File: src/sv/i2cms_pkg.sv
`timescale 1ns / 1ps
`default_nettype none

package i2cms_pkg;

    // default width of the data byte counter
    localparam int CNT_BITS_DEF = 16;

    // configuration register indexes
    localparam logic [2:0] REG_DEVICE_ADDRESS     = 3'd0;
    localparam logic [2:0] REG_SUB_ADDRESS        = 3'd1;
    localparam logic [2:0] REG_SUB_ADDRESS_KIND   = 3'd2;
    localparam logic [2:0] REG_TRANSFER_LENGTH    = 3'd3;
    localparam logic [2:0] REG_TRANSFER_DIRECTION = 3'd4;

    // item kinds carried on tuser
    localparam logic ACT_BEGIN = 1'b0;
    localparam logic ACT_EVENT = 1'b1;

    // sub-address kinds
    localparam logic [1:0] KIND_TWO_BYTES = 2'd2;
    localparam logic [1:0] KIND_FOLDED    = 2'd3;

    // controller status codes, low three bits stripped
    localparam logic [7:0] STAT_MASK     = 8'hf8;
    localparam logic [7:0] ST_START      = 8'h08;
    localparam logic [7:0] ST_RSTART     = 8'h10;
    localparam logic [7:0] ST_SLAW_ACK   = 8'h18;
    localparam logic [7:0] ST_SLAW_NACK  = 8'h20;
    localparam logic [7:0] ST_DATA_ACK   = 8'h28;
    localparam logic [7:0] ST_DATA_NACK  = 8'h30;
    localparam logic [7:0] ST_ARB_LOST   = 8'h38;
    localparam logic [7:0] ST_SLAR_ACK   = 8'h40;
    localparam logic [7:0] ST_SLAR_NACK  = 8'h48;
    localparam logic [7:0] ST_RX_ACK     = 8'h50;
    localparam logic [7:0] ST_RX_NACK    = 8'h58;

    // control register masks
    localparam logic [6:0] CTL_NONE      = 7'h00;
    localparam logic [6:0] CTL_AA        = 7'h04;
    localparam logic [6:0] CTL_SI        = 7'h08;
    localparam logic [6:0] CTL_STO       = 7'h10;
    localparam logic [6:0] CTL_STA       = 7'h20;
    localparam logic [6:0] CTL_EN_STA    = 7'h60;
    localparam logic [6:0] CLR_SI_STA    = 7'h28;
    localparam logic [6:0] CLR_SI_STA_AA = 7'h2c;

    localparam logic [7:0] RD_CLR_MASK   = 8'hfe;

    typedef enum logic [1:0] {
        PH_DATA  = 2'd0,
        PH_READ  = 2'd1,
        PH_WRITE = 2'd2
    } phase_t;

    typedef enum logic [1:0] {
        OUT_RUNNING = 2'd0,
        OUT_DONE    = 2'd1,
        OUT_FAIL    = 2'd2
    } outcome_t;

    // one result item, last field in the lowest bits
    typedef struct packed {
        logic [4:0] pad;
        outcome_t   outcome;
        logic       write_taken;
        logic       rx_store;
        logic [7:0] rx_byte;
        logic [6:0] control_clear;
        logic [6:0] control_set;
        logic       tx_load;
        logic [7:0] tx_byte;
    } result_t;

endpackage

`default_nettype wire

File: src/sv/i2c_master_subaddress_sequencer.sv
// I2C master transfer sequencer with a device sub-address. Write the five
// configuration registers while idle, then send an item with tuser = 0 to
// begin a transfer: it latches the target address, sub-address and byte
// count and asks for a start condition (a zero length fails at once and
// leaves the state alone). Every later controller status value is sent as
// an item with tuser = 1; each item gives exactly one result item with the
// byte to load, the control bits to set and clear, any received byte and
// the outcome (0 running, 1 done, 2 failed). The block takes one item per
// clock cycle while results are read; a result shows in the cycle after its
// item is accepted and sits in the output register, which is refilled in the
// same cycle it is taken, so tready only drops while a result waits unread.
`timescale 1ns / 1ps
`default_nettype none

module i2c_master_subaddress_sequencer
    import i2cms_pkg::*;
#(
    parameter int COUNT_BITS = CNT_BITS_DEF
)
(
    input  wire logic        clk,
    input  wire logic        rst_n,
    input  wire logic        cfg_we,
    input  wire logic [2:0]  cfg_index,
    input  wire logic [15:0] cfg_data,
    input  wire logic        s_tvalid,
    output logic             s_tready,
    // status_code [7:0], bus_byte [15:8], write_byte [23:16]
    input  wire logic [23:0] s_tdata,
    // action [0]
    input  wire logic [0:0]  s_tuser,
    output logic             m_tvalid,
    input  wire logic        m_tready,
    // tx_byte [7:0], tx_load [8], control_set [15:9], control_clear [22:16],
    // rx_byte [30:23], rx_store [31], write_taken [32], outcome [34:33]
    output logic [39:0]      m_tdata
);

    // configuration registers
    logic [7:0]  device_address_reg;
    logic [15:0] sub_address_reg;
    logic [1:0]  sub_address_kind_reg;
    logic [15:0] transfer_length_reg;
    logic        transfer_direction_reg;

    // transfer state
    phase_t                phase_reg, phase_next;
    logic [1:0]            sub_left_reg, sub_left_next;
    logic [COUNT_BITS-1:0] bytes_left_reg, bytes_left_next;
    logic [7:0]            target_reg, target_next;
    logic [15:0]           sub_latch_reg, sub_latch_next;
    outcome_t              end_flag_reg, end_flag_next;

    // output stage
    logic    out_valid_reg;
    result_t result_reg, result_next;

    // unpacked item
    logic       accept;
    logic       action;
    logic [7:0] status;
    logic [7:0] bus_byte;
    logic [7:0] write_byte;

    // begin decode
    logic [31:0]           len_wide;
    logic [COUNT_BITS-1:0] len;
    logic                  len_zero;
    logic                  rd;
    logic [7:0]            fold_add;
    logic [COUNT_BITS-1:0] rx_left;

    assign s_tready   = !out_valid_reg || m_tready;
    assign accept     = s_tvalid && s_tready;
    assign action     = s_tuser[0];
    assign status     = s_tdata[7:0] & STAT_MASK;
    assign bus_byte   = s_tdata[15:8];
    assign write_byte = s_tdata[23:16];

    assign m_tvalid = out_valid_reg;
    assign m_tdata  = result_reg;

    // length trimmed or widened to the counter
    assign len_wide = {16'd0, transfer_length_reg};
    assign len      = len_wide[COUNT_BITS-1:0];
    assign len_zero = (len == '0);
    assign rd       = transfer_direction_reg;
    // folded kind puts sub-address bits 10..8 into address bits 3..1
    assign fold_add = (sub_address_kind_reg == KIND_FOLDED)
                    ? {4'd0, sub_address_reg[10:8], 1'b0} : 8'd0;
    // receive count after one more byte, saturating at zero
    assign rx_left  = (bytes_left_reg != '0) ? bytes_left_reg - COUNT_BITS'(1)
                                             : bytes_left_reg;

    // configuration writes
    always_ff @(posedge clk or negedge rst_n)
    begin
        if (!rst_n)
        begin
            device_address_reg     <= 8'd0;
            sub_address_reg        <= 16'd0;
            sub_address_kind_reg   <= 2'd1;
            transfer_length_reg    <= 16'd1;
            transfer_direction_reg <= 1'b0;
        end
        else if (cfg_we)
        begin
            unique case (cfg_index)
                REG_DEVICE_ADDRESS:     device_address_reg     <= cfg_data[7:0];
                REG_SUB_ADDRESS:        sub_address_reg        <= cfg_data;
                REG_SUB_ADDRESS_KIND:   sub_address_kind_reg   <= cfg_data[1:0];
                REG_TRANSFER_LENGTH:    transfer_length_reg    <= cfg_data;
                REG_TRANSFER_DIRECTION: transfer_direction_reg <= cfg_data[0];
                default:                ;
            endcase
        end
    end

    // next phase
    always_comb
    begin
        phase_next = phase_reg;
        if (action == ACT_BEGIN)
        begin
            if (!len_zero)
                phase_next = rd ? PH_READ : PH_WRITE;
        end
        else if (status == ST_SLAW_ACK || status == ST_DATA_ACK)
        begin
            if (phase_reg != PH_DATA)
            begin
                // last sub-address byte of a write, or repeated start of a read
                if (sub_left_reg == 2'd1 && phase_reg == PH_WRITE)
                    phase_next = PH_DATA;
                else if (sub_left_reg == 2'd0 && phase_reg == PH_READ)
                    phase_next = PH_DATA;
            end
        end
    end

    // result and remaining state
    always_comb
    begin
        result_next     = '0;
        sub_left_next   = sub_left_reg;
        bytes_left_next = bytes_left_reg;
        target_next     = target_reg;
        sub_latch_next  = sub_latch_reg;
        end_flag_next   = end_flag_reg;

        if (action == ACT_BEGIN)
        begin
            if (len_zero)
            begin
                result_next.outcome = OUT_FAIL;
            end
            else
            begin
                sub_latch_next = sub_address_reg;
                if (sub_address_kind_reg == KIND_FOLDED && rd)
                    sub_latch_next = {8'd0, sub_address_reg[7:0]};
                sub_left_next   = (sub_address_kind_reg == KIND_TWO_BYTES) ? 2'd2 : 2'd1;
                target_next     = device_address_reg + fold_add + {7'd0, rd};
                bytes_left_next = len;
                end_flag_next   = OUT_RUNNING;
                result_next.control_clear = CLR_SI_STA_AA;
                result_next.control_set   = CTL_EN_STA;
                result_next.outcome       = OUT_RUNNING;
            end
        end
        else
        begin
            unique case (status)
                ST_START:
                begin
                    // first address is always the write address
                    result_next.tx_byte = (phase_reg == PH_READ)
                                        ? (target_reg & RD_CLR_MASK) : target_reg;
                    result_next.tx_load       = 1'b1;
                    result_next.control_clear = CLR_SI_STA;
                end
                ST_RSTART:
                begin
                    result_next.tx_byte       = target_reg;
                    result_next.tx_load       = 1'b1;
                    result_next.control_clear = CLR_SI_STA;
                end
                ST_SLAW_ACK, ST_DATA_ACK:
                begin
                    if (phase_reg == PH_DATA)
                    begin
                        result_next.control_clear = CLR_SI_STA;
                        if (bytes_left_reg != '0)
                        begin
                            result_next.tx_byte     = write_byte;
                            result_next.tx_load     = 1'b1;
                            result_next.write_taken = 1'b1;
                            bytes_left_next         = bytes_left_reg - COUNT_BITS'(1);
                        end
                        else
                        begin
                            result_next.control_set = CTL_STO;
                            end_flag_next           = OUT_DONE;
                        end
                    end
                    else if (sub_left_reg == 2'd2)
                    begin
                        result_next.tx_byte       = sub_latch_reg[15:8];
                        result_next.tx_load       = 1'b1;
                        result_next.control_clear = CLR_SI_STA;
                        sub_left_next             = 2'd1;
                    end
                    else if (sub_left_reg == 2'd1)
                    begin
                        result_next.tx_byte       = sub_latch_reg[7:0];
                        result_next.tx_load       = 1'b1;
                        result_next.control_clear = CLR_SI_STA;
                        sub_left_next             = 2'd0;
                    end
                    else if (sub_left_reg == 2'd0 && phase_reg == PH_READ)
                    begin
                        // repeated start for the read address
                        result_next.control_clear = CTL_SI;
                        result_next.control_set   = CTL_STA;
                    end
                end
                ST_SLAR_ACK:
                begin
                    if (bytes_left_reg <= COUNT_BITS'(1))
                    begin
                        result_next.control_clear = CLR_SI_STA_AA;
                    end
                    else
                    begin
                        result_next.control_set   = CTL_AA;
                        result_next.control_clear = CLR_SI_STA;
                    end
                end
                ST_SLAW_NACK, ST_DATA_NACK, ST_ARB_LOST, ST_SLAR_NACK:
                begin
                    result_next.control_clear = CLR_SI_STA;
                    end_flag_next             = OUT_FAIL;
                end
                ST_RX_ACK:
                begin
                    result_next.rx_byte  = bus_byte;
                    result_next.rx_store = 1'b1;
                    bytes_left_next      = rx_left;
                    // nack the last byte
                    if (rx_left == COUNT_BITS'(1))
                    begin
                        result_next.control_clear = CLR_SI_STA_AA;
                    end
                    else
                    begin
                        result_next.control_set   = CTL_AA;
                        result_next.control_clear = CLR_SI_STA;
                    end
                end
                ST_RX_NACK:
                begin
                    result_next.rx_byte       = bus_byte;
                    result_next.rx_store      = 1'b1;
                    result_next.control_set   = CTL_STO;
                    result_next.control_clear = CLR_SI_STA;
                    end_flag_next             = OUT_DONE;
                end
                default:
                    ;
            endcase
            result_next.outcome = end_flag_next;
        end
    end

    // state and output registers
    always_ff @(posedge clk or negedge rst_n)
    begin
        if (!rst_n)
        begin
            phase_reg      <= PH_DATA;
            sub_left_reg   <= 2'd0;
            bytes_left_reg <= '0;
            target_reg     <= 8'd0;
            sub_latch_reg  <= 16'd0;
            end_flag_reg   <= OUT_RUNNING;
            out_valid_reg  <= 1'b0;
        end
        else
        begin
            if (accept)
            begin
                phase_reg      <= phase_next;
                sub_left_reg   <= sub_left_next;
                bytes_left_reg <= bytes_left_next;
                target_reg     <= target_next;
                sub_latch_reg  <= sub_latch_next;
                end_flag_reg   <= end_flag_next;
                out_valid_reg  <= 1'b1;
            end
            else if (m_tready)
            begin
                out_valid_reg <= 1'b0;
            end
        end
    end

    // result payload, no reset needed
    always_ff @(posedge clk)
    begin
        if (accept)
            result_reg <= result_next;
    end

endmodule

`default_nettype wire

File: config.mk
export PLATFORM = sky130hd
export DESIGN_NAME = i2c_master_subaddress_sequencer
export DESIGN_NICKNAME = d
export VERILOG_FILES = /design/src/sv/i2cms_pkg.sv /design/src/sv/i2c_master_subaddress_sequencer.sv
export SDC_FILE = /design/constraint.sdc
export NUM_CORES = 1
export LEC_CHECK = 0
export BUFFER_PORTS_ARGS = -buffer_cell sky130_fd_sc_hd__buf_4
export CORE_ASPECT_RATIO = 0.6
export CORE_MARGIN = 1
export CORE_UTILIZATION = 58
export CTS_BUF_LIST = sky130_fd_sc_hd__clkbuf_16
export CTS_CLUSTER_DIAMETER = 60
export CTS_CLUSTER_SIZE = 20
export DETAILED_ROUTE_END_ITERATION = 7
export GPL_ROUTABILITY_DRIVEN = 0
export PLACE_DENSITY = 0.81
export SLEW_MARGIN = 20
export SYNTH_ARGS = -nofsm -noshare
export SYNTH_HDL_FRONTEND = slang
export SYNTH_SLANG_ARGS = --single-unit
File: constraint.sdc
create_clock -name clk -period 3.15 [get_ports clk]
set_input_delay 0 -clock clk [delete_from_list [all_inputs] [get_ports clk]]
set_output_delay 0 -clock clk [all_outputs]
set_load 0.05 [all_outputs]
# Yosys cells after proc, flatten, opt, wreduce, memory -nomap -nowiden
# Index checks and enable logic that the tools add are counted.
[classes]
n_addsub = 3
magnitude_cmp = 1
n_eq_ne = 31
muxes = 52
n_bitwise = 2
reduce_logical = 30
[ops]
columns = ["op", "count"]
rows = [
  ["16-bit two-way mux", 5],
  ["7-bit one-hot mux with 4 select lines", 2],
  ["2-bit two-way mux", 20],
  ["9-bit two-way mux", 4],
  ["16-bit one-hot mux with 2 select lines", 1],
  ["9-bit one-hot mux with 3 select lines", 1],
  ["23-bit two-way mux", 1],
  ["5-bit by 3-bit equality test with 1-bit output (second input constant)", 4],
  ["5-bit by 4-bit equality test with 1-bit output (second input constant)", 4],
  ["16-bit by 1-bit equality test with 1-bit output (second input constant)", 1],
  ["16-bit by 1-bit less-or-equal comparator with 1-bit output (second input constant)", 1],
  ["16-bit logical NOT", 1],
  ["16-bit nonzero test", 1],
  ["16-bit by 1-bit subtractor with 16-bit output (second input constant)", 1],
  ["14-bit two-way mux", 1],
  ["7-bit two-way mux", 2],
  ["2-bit AND reduction", 7],
  ["13-bit two-way mux", 1],
  ["3-bit two-way mux", 4],
  ["6-bit two-way mux", 2],
  ["11-bit two-way mux", 1],
  ["5-bit by 2-bit equality test with 1-bit output (second input constant)", 2],
  ["5-bit AND reduction", 2],
  ["3-bit by 1-bit != test with 1-bit output (second input constant)", 3],
  ["other kinds (27)", 47],
]
[totals]
regBits = 125
in_bits = 49
output_inout_bits = 42
word_cells = 139

# Logic depth before layout (Yosys ltp)
# Gate-level depths: netlist (run 1).
[logic_depth]
word_depth = 8
depth_mapped = 10
depth_no_buf = 10

# Worst setup path after synthesis (run 1)
# OpenSTA, ideal clock, no wires.
[synth_path]
path_kind = "register -> register"
startpoint = "register out_valid_reg, in the netlist m_tvalid"
endpoint = "register bytes_left_reg[3]"
setup_ps = 135
arrival_ps = 3063
required_time_ps = 3015
slack_ps = -48
path_stages_with_launch = 10
n_path_buf = 2
synth_period_minus_slack_ps = 3198
cell_sequence = "dfrtp_1 > nand2b_1 > nand2_1 > inv_1 > o21ai_1 > or2_1 > clkbuf_1 > clkbuf_1 > o21ai_0 > o21ai_0"
[synth_via]
elab_chain_cells = 4
[synth_rtl]
columns = ["element", "line_no", "rtl"]
rows = [
  ["start, declared", "i2c_master_subaddress_sequencer.sv:55", "logic out_valid_reg;"],
  ["start signal, assigned", "i2c_master_subaddress_sequencer.sv:286", "out_valid_reg <= 1'b0;"],
  ["start signal, assigned", "i2c_master_subaddress_sequencer.sv:298", "out_valid_reg <= 1'b1;"],
  ["start signal, assigned", "i2c_master_subaddress_sequencer.sv:302", "out_valid_reg <= 1'b0;"],
  ["1-bit logical NOT", "i2c_master_subaddress_sequencer.sv:73", "assign s_tready = !out_valid_reg || m_tready;"],
  ["1-bit logical OR", "i2c_master_subaddress_sequencer.sv:73", ""],
  ["net s_tready", "i2c_master_subaddress_sequencer.sv:27", "output logic s_tready,"],
  ["1-bit logical AND", "i2c_master_subaddress_sequencer.sv:74", "assign accept = s_tvalid && s_tready;"],
  ["net accept", "i2c_master_subaddress_sequencer.sv:59", "logic accept;"],
  ["4-bit AND reduction (no source line)", "-", ""],
  ["end signal, assigned", "i2c_master_subaddress_sequencer.sv:294", "bytes_left_reg <= bytes_left_next;"],
  ["end, declared", "i2c_master_subaddress_sequencer.sv:49", "logic [COUNT_BITS-1:0] bytes_left_reg, bytes_left_next;"],
]
# The timed path passes the listed nets, and every way through them passes these cells.
# A chain may end at the register's enable or synchronous reset.

==> flow_summary.toml, run 1 <==
[place]
dpl.cell_count = 793
pre_cts_ws_ns = 0.282
port_buffers = 75
dpl.hpwl_mm = 10.7

[worst_setup_path]
path_delay_family = "simple AND/OR/NAND/NOR gates"
rrSetupSlack_ns = 0.24
critical_path_class = "reg -> reg"
critical_path_buf_inv_count = 0
worstSetupEndpointType = "register"
cp.arrival_ns = 3.07
r2r-start = "bytes_left_reg[11]"
max_stage_delay_ns = 0.63
critPathMaxFanout = 8
r2r_end = "m_tdata[18]"
slowest_stage = "or4_4"
crit_chain = "or4_4, or4b_4, and2_1, nor3b_4, xnor2_1, a31oi_1, o21ai_1"
start_kind = "register"
reg2reg_depth = 7
critical_path_required_ns = 3.31

[timing]
hold_viol = 0
rsz0062_at_grt = "no"
finalSetupTns_ns = 0
skew_ns = 0.0121
finalWorstSetupSlack_ns = 0.239
slew_viol_final = 0
max_slew.worst_pin.slew_ns = 1.01
setup_viol = 0
max_freq_mhz = 343
finalCriticalPeriod_ns = 2.91
timing.slew.headroom_pct = 32.6
finalCritPeriodShare_pct = 92.4

[logic_synthesis]
ys_warn_count = 0
ys_types = 68
synth_edf_count = 28
seq_area_frac_synth_pct = 49.9
syn_inst = 607
syn_avg_cell_area_um2 = 10.2
ys_ff_latch = 118
syn-cell-area_mm2 = 0.00621
synth_ff_type = "dfrtp_1"
synthArstFlopShare_pct = 76.3

[drt]
m1WireLength_mm = 7.24
met2WireLength_mm = 7.11
top_layer_used = "met4"
dr_wl_met3_mm = 1.68
drt-pass1-iter-count = 6
route.detailed.drc = 0
vias = 5331
viasPerCell = 6.21
wl_per_cell_um = 18.9
drt.antenna.violating_nets = 0
drt-total-wl_mm = 16.3
drt_iter0_markers = 494

[flow_run]
maxCapViolCount = 0

[finish]
final_cell_mix = "dfrtp_1 (88), buf_4 (88), nand2_1 (85)"
fill_cells = 651
stdcell_count = 858
regArea_mm2 = 0.00310
num-nets-final = 771
largest_register_ffs = 28
layout-drive-gt1-share_pct = 24.2
multi_input_area_mm2 = 0.00287
final_util_pct = 76.4
area_growth_pct = 24.7
n_antenna_cell = 0

[hold_path]
hold_path.class = "in -> reg"
worstHoldEndpoint = "m_tdata[0]"
worstHoldStart = "s_tdata[16]"
holdPathStages = 3

[cts]
path_clk_slew_ns = 0.06
cts_tree = "built"
cts_root_buffer = "clkbuf_16"
clock_path_buffers = 2
post-cts-setup-buffers = 0
clkLatencyLatePin_ns = 0.42
cts_made_buffers = 17
cts.sinks = 118
htree_levels = 4

[global_routing]
antenna_found_initial = 0
overflow = 0
grt_pass1_wl_mm = 25.5
grt_max_degree = 91
grt_pass1_vias = 4889
grt_usage_pct = 30.9

[power]
power.total_w = 0.00513
powerDensity_mw_per_mm2 = 663
p_leak_nw = 3.31
ir_drop_uv = 449

[die]
core_area_mm2 = 0.0101
die_h_um = 82.1
die-area_mm2 = 0.0111
std_cell_rows = 28
die_x_um = 136
initial_core_util_pct = 61.3
ios = 91

[run_status]
outcome = "finished clean"
## tightest hold or removal path: cells and delay by family
kind                   cells  cell delay (ns)
AO/OA/AOI/OAI              2             0.21
buffers and inverters      1             0.09
## per-layer routing
layer | up-vias | GRT usage [%]
li1 | 2386 | -
met1 | 2605 | 43.2
met2 | 307 | 47.2
met3 | 33 | 9.04
met4 | 0 | 8.54
met5 | - | 0
## cell usage after synthesis, drive strengths merged (4+ instances only)
master | instances | area (um2)
a21o | 4 | 30.0
a21oi | 29 | 145
a22oi | 8 | 60.1
a2bb2oi | 7 | 61.3
a31oi | 5 | 31.3
and3 | 13 | 81.3
buf | 18 | 129
clkbuf | 31 | 116
dfrtp | 88 | 2200
edfxtp | 28 | 841
ha | 11 | 138
inv | 15 | 56.3
mux2 | 40 | 450
mux2i | 9 | 90.1
nand2 | 85 | 319
nand2b | 7 | 43.8
nand3 | 13 | 65.1
nand3b | 6 | 45.0
nor2 | 31 | 116
nor2b | 12 | 75.1
nor3 | 6 | 30.0
nor4 | 8 | 56.3
nor4b | 5 | 65.1
o21a | 5 | 37.5
o21ai | 40 | 200
o22ai | 13 | 81.3
or3 | 4 | 25.0
or4 | 4 | 33.8
xnor2 | 4 | 35.0
xor2 | 4 | 35.0
## logic make-up after synthesis
logic type / Yosys count / synth area share [%]
flip-flops: 118 / 49.9
multiplexers: 49 / 8.71
AND/OR/NAND/NOR: 213 / 18.0
adder cells (fa/ha/maj): 12 / 2.54
other: 1 / 0.0604
XOR/XNOR: 8 / 1.13
AO/OA/AOI/OAI: 142 / 14.8
buffers and inverters: 64 / 4.86
## per-stage QoR
stage / cell area [um2] / hold slack [ns]
after floorplan: 6250 / -0.296
after global placement: 6860 / 0.203
after detailed placement: 6860 / 0.207
after CTS: 7720 / 0.00343
after global routing: 7740 / 0.0215
final: 7740 / 0.0125
## worst max path at each step
stage                             from                 end  slack (ns)  cells past startpoint
global placement    bytes_left_reg[11]         m_tdata[18]        0.35                      7
floorplan                     m_tvalid  bytes_left_reg[11]        0.16                      9
detailed placement  bytes_left_reg[11]         m_tdata[18]        0.28                      7
CTS                 bytes_left_reg[11]         m_tdata[18]        0.28                      7
global route        bytes_left_reg[11]         m_tdata[18]        0.08                      7
finish              bytes_left_reg[11]         m_tdata[18]        0.24                      7
## report_power, final
group / leakage [nW] / internal (W) / switching (W)
Clock: 0.265 / 0.00107 / 0.000708
Sequential: 1.36 / 0.00188 / 0.000306
Combinational: 1.68 / 0.000507 / 0.000658
## layout make-up
cell class / instances / area share (%)
Timing Repair Buffer: 122 / 13.0
Sequential cell: 118 / 40.0
Tap cell: 135 / 2.18
Inverter: 15 / 0.776
Clock buffer: 17 / 5.50
Clock inverter: 15 / 1.50
Multi-Input combinational cell: 436 / 37.1
## timing repair
item                      in CTS  in global routing
hold endpoints to repair     141                  0
hold buffers                  32                  0
resized for setup              0                  0
Power figures use the tool's default switching activity.
==> run 2: changes to the inputs <==
Settings changed: BUFFER_PORTS_ARGS -buffer_cell sky130_fd_sc_hd__buf_4 to -buffer_cell sky130_fd_sc_hd__buf_2, TNS_END_PERCENT set to 30.
==> run 2 against run 1 <==
Sequential power about the same. Global-route usage up 0.29 points. Count of clock-buffer cells in the layout up 1. Clock power up 8%. Register-to-register slack worse by 0.03 ns. Fmax down 1.2%.
==> flow_summary.toml, run 2 (synthesis results as in run 1) <==
[run_status]
outcome = "finished clean"

[drt]
top_layer_used = "met4"
wl_per_cell_um = 19.0
vias = 5224
drt-pass1-iter-count = 6
drt.antenna.violating_nets = 0
m1WireLength_mm = 7.08
viasPerCell = 6.12
route.detailed.drc = 0
drt-total-wl_mm = 16.2
dr_wl_met3_mm = 1.62
drt_iter0_markers = 506
met2WireLength_mm = 7.17

[die]
die_h_um = 82.1
die-area_mm2 = 0.0111
ios = 91
std_cell_rows = 28
die_x_um = 136
initial_core_util_pct = 61.3
core_area_mm2 = 0.0101

[finish]
layout_commonest_cell = "dfrtp_1"
final_util_pct = 74.7
largest_register_ffs = 28
layout-drive-gt1-share_pct = 23.9
n_antenna_cell = 0
area_growth_pct = 21.8
final_cell_mix = "dfrtp_1 (88), nand2_1 (85), buf_2 (74)"
fill_cells = 690
num-nets-final = 768
final_area_mm2 = 0.00756

[global_routing]
antenna_found_initial = 0
grt_max_degree = 50
overflow = 0
grt_pass1_vias = 5035
grt_pass1_wl_mm = 25.6
grt_usage_pct = 31.2

[cts]
cts.sinks = 118
cts_tree = "built"
cts_made_buffers = 17
htree_levels = 4
cts_root_buffer = "clkbuf_16"
clock_path_buffers = 2
clkLatencyLatePin_ns = 0.41
path_clk_slew_ns = 0.05
post_cts_resize_count = 0

[worst_setup_path]
reg2reg_depth = 7
critical_path_class = "reg -> reg"
worstSetupEndpointType = "register"
start_kind = "register"
critical_path_required_ns = 3.31
cp.arrival_ns = 3.10
critPathMaxFanout = 8

[timing]
slew_viol_final = 0
skew_ns = 0.00793
finalCriticalPeriod_ns = 2.95
max_freq_mhz = 339
finalCritPeriodShare_pct = 93.5
rsz0062_at_grt = "no"
finalWorstSetupSlack_ns = 0.204
hold_viol = 0
timing.slew.headroom_pct = 23.9
setup_viol = 0
timing.hold.ws_ns = 0.0210
max_slew.worst_pin.slew_ns = 1.14

[hold_path]
holdPathStages = 5
hold_path.class = "in -> reg"

[flow_run]
maxCapViolCount = 0

[power]
powerDensity_mw_per_mm2 = 693
power.total_w = 0.00524
ir_drop_uv = 470
p_leak_nw = 3.27

[place]
pre_cts_ws_ns = 0.257
dpl.hpwl_mm = 11.0
port_buffers = 75
place_area_mm2 = 0.00668
## run 2: cell count changes in the layout (fill, tap and decap cells not counted), moves of 2 or more
| cell | previous run | this run |
|---|---|---|
| clkinvlp_4 | 5 | 1 |
| dlygate4sd3_1 | 32 | 29 |
| buf_2 | 0 | 74 |
| clkinv_2 | 3 | 5 |
| buf_6 | 2 | 0 |
| bufinv_16 | 1 | 3 |
| buf_4 | 88 | 16 |
## run 2: cell type report
class	instances	area, um2	area share [%]
clock buffer	18	450	5.96
clock inverter	13	139	1.84
inverter	15	60.1	0.794
multi-input combinational	436	2870	37.9
sequential	118	3100	40.9
tap	135	169	2.23
timing repair buffer	119	781	10.3
## run 2: metrics by stage
| step | setup TNS (ns) | cells |
|---|---|---|
| 3_5_place_dp | 0 | 794 |
| 3_3_place_gp | 0 | 794 |
| 5_1_grt | 0 | 854 |
| 2_1_floorplan | -0.0247 | 618 |
| 4_1_cts | 0 | 854 |
| 6_report | 0 | 854 |
## run 2: layer usage
layer,global-route usage [%],vias to the layer above
li1,-,2380
met1,42.3,2502
met2,47.7,303
met3,9.65,39
met4,11.2,0
met5,0,-
## run 2: final timing paths
| kind | startpoint | slack (ns) | end |
|---|---|---|---|
| worst min-delay path | s_tdata[18] | 0.02 | m_tdata[2] |
| worst min register to register | sub_address_reg[7] | 0.47 | sub_latch_reg[7] |
| worst max register to register | bytes_left_reg[8] | 0.20 | m_tdata[18] |
| max in group asynchronous | rst_n | 2.28 | len[0] |
| min in group asynchronous | rst_n | 0.05 | bytes_left_reg[13] |
| worst max-delay path | bytes_left_reg[8] | 0.20 | m_tdata[18] |
## run 2: critical path, stage by stage (launching register included)
cell,delay (ns)
dfrtp_1,0.45
or4_1,0.65
or4b_4,0.56
and2_1,0.22
nor3b_4,0.19
xnor2_1,0.14
a31oi_1,0.38
o21ai_1,0.10
## run 2: report_power, final
group / switching (W) / leakage (nW) / internal (W)
logic: 0.000646 / 1.61 / 0.000470
clock network: 0.000669 / 0.302 / 0.00127
registers: 0.000309 / 1.36 / 0.00188
total: 0.00162 / 3.27 / 0.00361
## run 2: what timing repair did
item,CTS,global route
hold endpoints to repair,107,0
endpoints found under the setup margin,0,0
hold buffers,29,0
setup buffers,0,0
==> run 3: changes to the inputs <==
Settings changed: ABC_AREA set to 1, CTS_BUF_LIST sky130_fd_sc_hd__clkbuf_16 to unset.
==> run 3 against run 2 <==
Global-route usage grew 1.4 points. Via count is 7.1% higher. Largest cell class unchanged. Critical path depth grew 3. Sequential power fell by 4%. Core utilization about the same. Register-to-register slack improved by 0.61 ns. Critical path type unchanged. Routed wire length grew 1.9%.
==> flow_summary.toml, run 3 <==
[cts]
clkLatencyLatePin_ns = 0.42
cts_root_buffer = "clkbuf_16"
cts.sinks = 118
cts_made_buffers = 17
clock_path_buffers = 2
post-cts-setup-buffers = 0
cts_tree = "built"
htree_levels = 4
path_clk_slew_ns = 0.05
post_cts_resize_count = 0

[timing]
max_freq_mhz = 429
max_slew.worst_pin.slew_ns = 0.990
skew_ns = 0.00627
finalSetupTns_ns = 0
finalWorstSetupSlack_ns = 0.818
setup_viol = 0
hold_viol = 0
finalCritPeriodShare_pct = 74.0
finalCriticalPeriod_ns = 2.33
rsz0062_at_grt = "no"
slew_viol_final = 0
timing.slew.headroom_pct = 33.8

[global_routing]
grt_usage_pct = 32.6
grt_pass1_wl_mm = 27.0
use_met2_pct = 51.1
grt_util_met3_pct = 8.97
overflow = 0
busiest_layer = "met2"
grt_max_degree = 72
grt_pass1_vias = 5297
antenna_found_initial = 0
grt_use_met1_pct = 43.8

[power]
ir_drop_uv = 456
powerDensity_mw_per_mm2 = 718
p_leak_nw = 3.69
power.total_w = 0.00543

[finish]
multi_input_area_mm2 = 0.00262
largest_register_ffs = 28
layout_commonest_cell = "nand2_1"
layout-drive-gt1-share_pct = 18.0
regArea_mm2 = 0.00310
final_util_pct = 74.7
final_cell_mix = "nand2_1 (199), dfrtp_1 (88), o21ai_0 (79)"
area_growth_pct = 21.6
n_antenna_cell = 0
num-nets-final = 913
fill_cells = 724

[die]
ios = 91
die_x_um = 136
core_area_mm2 = 0.0101
std_cell_rows = 28
initial_core_util_pct = 61.4
die_h_um = 82.2
die-area_mm2 = 0.0111

[logic_synthesis]
post-synth-top-count-cell = "nand2_1"
syn_avg_cell_area_um2 = 8.36
synth.area.top_cells = "dfrtp_1 (35%), edfxtp_1 (14%), nand2_1 (12%)"
ys_warn_count = 0
seq_area_frac_synth_pct = 49.8
synth.largest_area_cell = "dfrtp_1"
yosys.area.top_type_share_pct = 35.4
ys_ff_latch = 118
synthArstFlopShare_pct = 76.3
syn-cell-area_mm2 = 0.00621
synth_edf_count = 28
syn_inst = 743
synthTopCellsByCount = "nand2_1 (199), dfrtp_1 (88), o21ai_0 (79)"
ys_types = 49
synth_ff_type = "dfrtp_1"

[drt]
viasPerCell = 5.60
vias = 5597
drt_iter0_markers = 637
drt-pass1-iter-count = 5
drt.antenna.violating_nets = 0
route.detailed.drc = 0
drt-total-wl_mm = 16.5
wl_per_cell_um = 16.5

[worst_setup_path]
max_stage_delay_ns = 0.45
worstSetupEndpointType = "register"
critPathMaxFanout = 24
path_delay_family = "simple AND/OR/NAND/NOR gates"
start_kind = "register"
critical_path_buf_inv_count = 0
cp.arrival_ns = 2.49
slowest_stage = "dfrtp_1"
crit_chain = "nor2_1, nand2_1, nor2_2, nand2_2, a21boi_0, nand3_1, nor2_1, nand3_1, nand2_1, a21oi_1"
critical_path_required_ns = 3.30
critical_path_class = "reg -> reg"

[place]
port_buffers = 75
dpl.hpwl_mm = 11.1
pre_cts_ws_ns = 0.878

[hold_path]
hold_path.class = "in -> reg"

[run_status]
outcome = "finished clean"

[flow_run]
maxCapViolCount = 0
==> run 3: cell types whose count changed after synthesis, sizes merged, moves of 20 or more <==
cell    before  now
nor2        31   70
clkbuf      31   11
inv         15   84
nand2       85  205
mux2        40    0
o21ai       40  100
nand3       13   44
==> run 3: report_power, final <==
| group | internal, W | switching [W] | leakage, nW |
|---|---|---|---|
| Clock | 0.00125 | 0.000689 | 0.289 |
| Combinational | 0.000448 | 0.000941 | 1.99 |
| Sequential | 0.00186 | 0.000243 | 1.41 |
==> run 3: layout make-up <==
cell class	instances	share of cell area, %
sequential	118	40.9
clock buffer	24	6.52
tap	135	2.23
timing repair buffer	115	10.1
multi-input combinational	514	34.7
clock inverter	8	1.27
inverter	86	4.27
==> run 3: repair_timing <==
item,4_1_cts,5_1_grt
endpoints found under the hold margin,119,0
endpoints found under the setup margin,0,0
hold buffers,34,0
==> run 3: final timing paths <==
check                              startpoint                   to  slack [ns]  depth (start not counted)
setup / recovery           bytes_left_reg[12]          m_tdata[11]        0.82                         10
hold / removal                    s_tdata[23]           m_tdata[7]        0.03                          5
setup reg to reg           bytes_left_reg[12]          m_tdata[11]        0.82                         10
hold reg to reg             sub_latch_reg[11]    sub_latch_reg[11]        0.48                          2
max in group asynchronous               rst_n      end_flag_reg[1]        2.10                          3
min in group asynchronous               rst_n  sub_address_reg[10]        0.23                          2
==> run 3: stage by stage <==
| stage | instances | hold slack [ns] | area, um2 |
|---|---|---|---|
| after floorplan | 754 | -0.296 | 6260 |
| after global placement | 934 | 0.168 | 6630 |
| after detailed placement | 934 | 0.178 | 6630 |
| after CTS | 1000 | 0.00150 | 7560 |
| after global routing | 1000 | 0.0666 | 7560 |
| final | 1000 | 0.0317 | 7560 |
==> run 3: metal layers <==
metal / wire (um) / vias up
met5: 0 / -
met4: 299 / 0
met3: 1790 / 38
met2: 7270 / 298
met1: 7140 / 2637
li1: - / 2624
==> run 3: logic make-up (layout without fill, tap and decap cells) <==
| family | count (synthesis) | after routing | synth area share (%) |
|---|---|---|---|
| other | 1 | 12 | 0.0603 |
| adder cells (fa/ha/maj) | 12 | 12 | 2.54 |
| AO/OA/AOI/OAI | 153 | 153 | 15.5 |
| buffers and inverters | 122 | 233 | 8.70 |
| XOR/XNOR | 8 | 8 | 1.13 |
| AND/OR/NAND/NOR | 329 | 329 | 22.3 |
| flip-flops | 118 | 118 | 49.8 |
==> run 3: worst reg2reg max path: stages (launching register included) <==
cell and delay, ns:
dfrtp_1 0.45, nor2_1 0.19, nand2_1 0.09, nor2_2 0.18, nand2_2 0.33, a21boi_0 0.27
nand3_1 0.09, nor2_1 0.23, nand3_1 0.12, nand2_1 0.07, a21oi_1 0.05
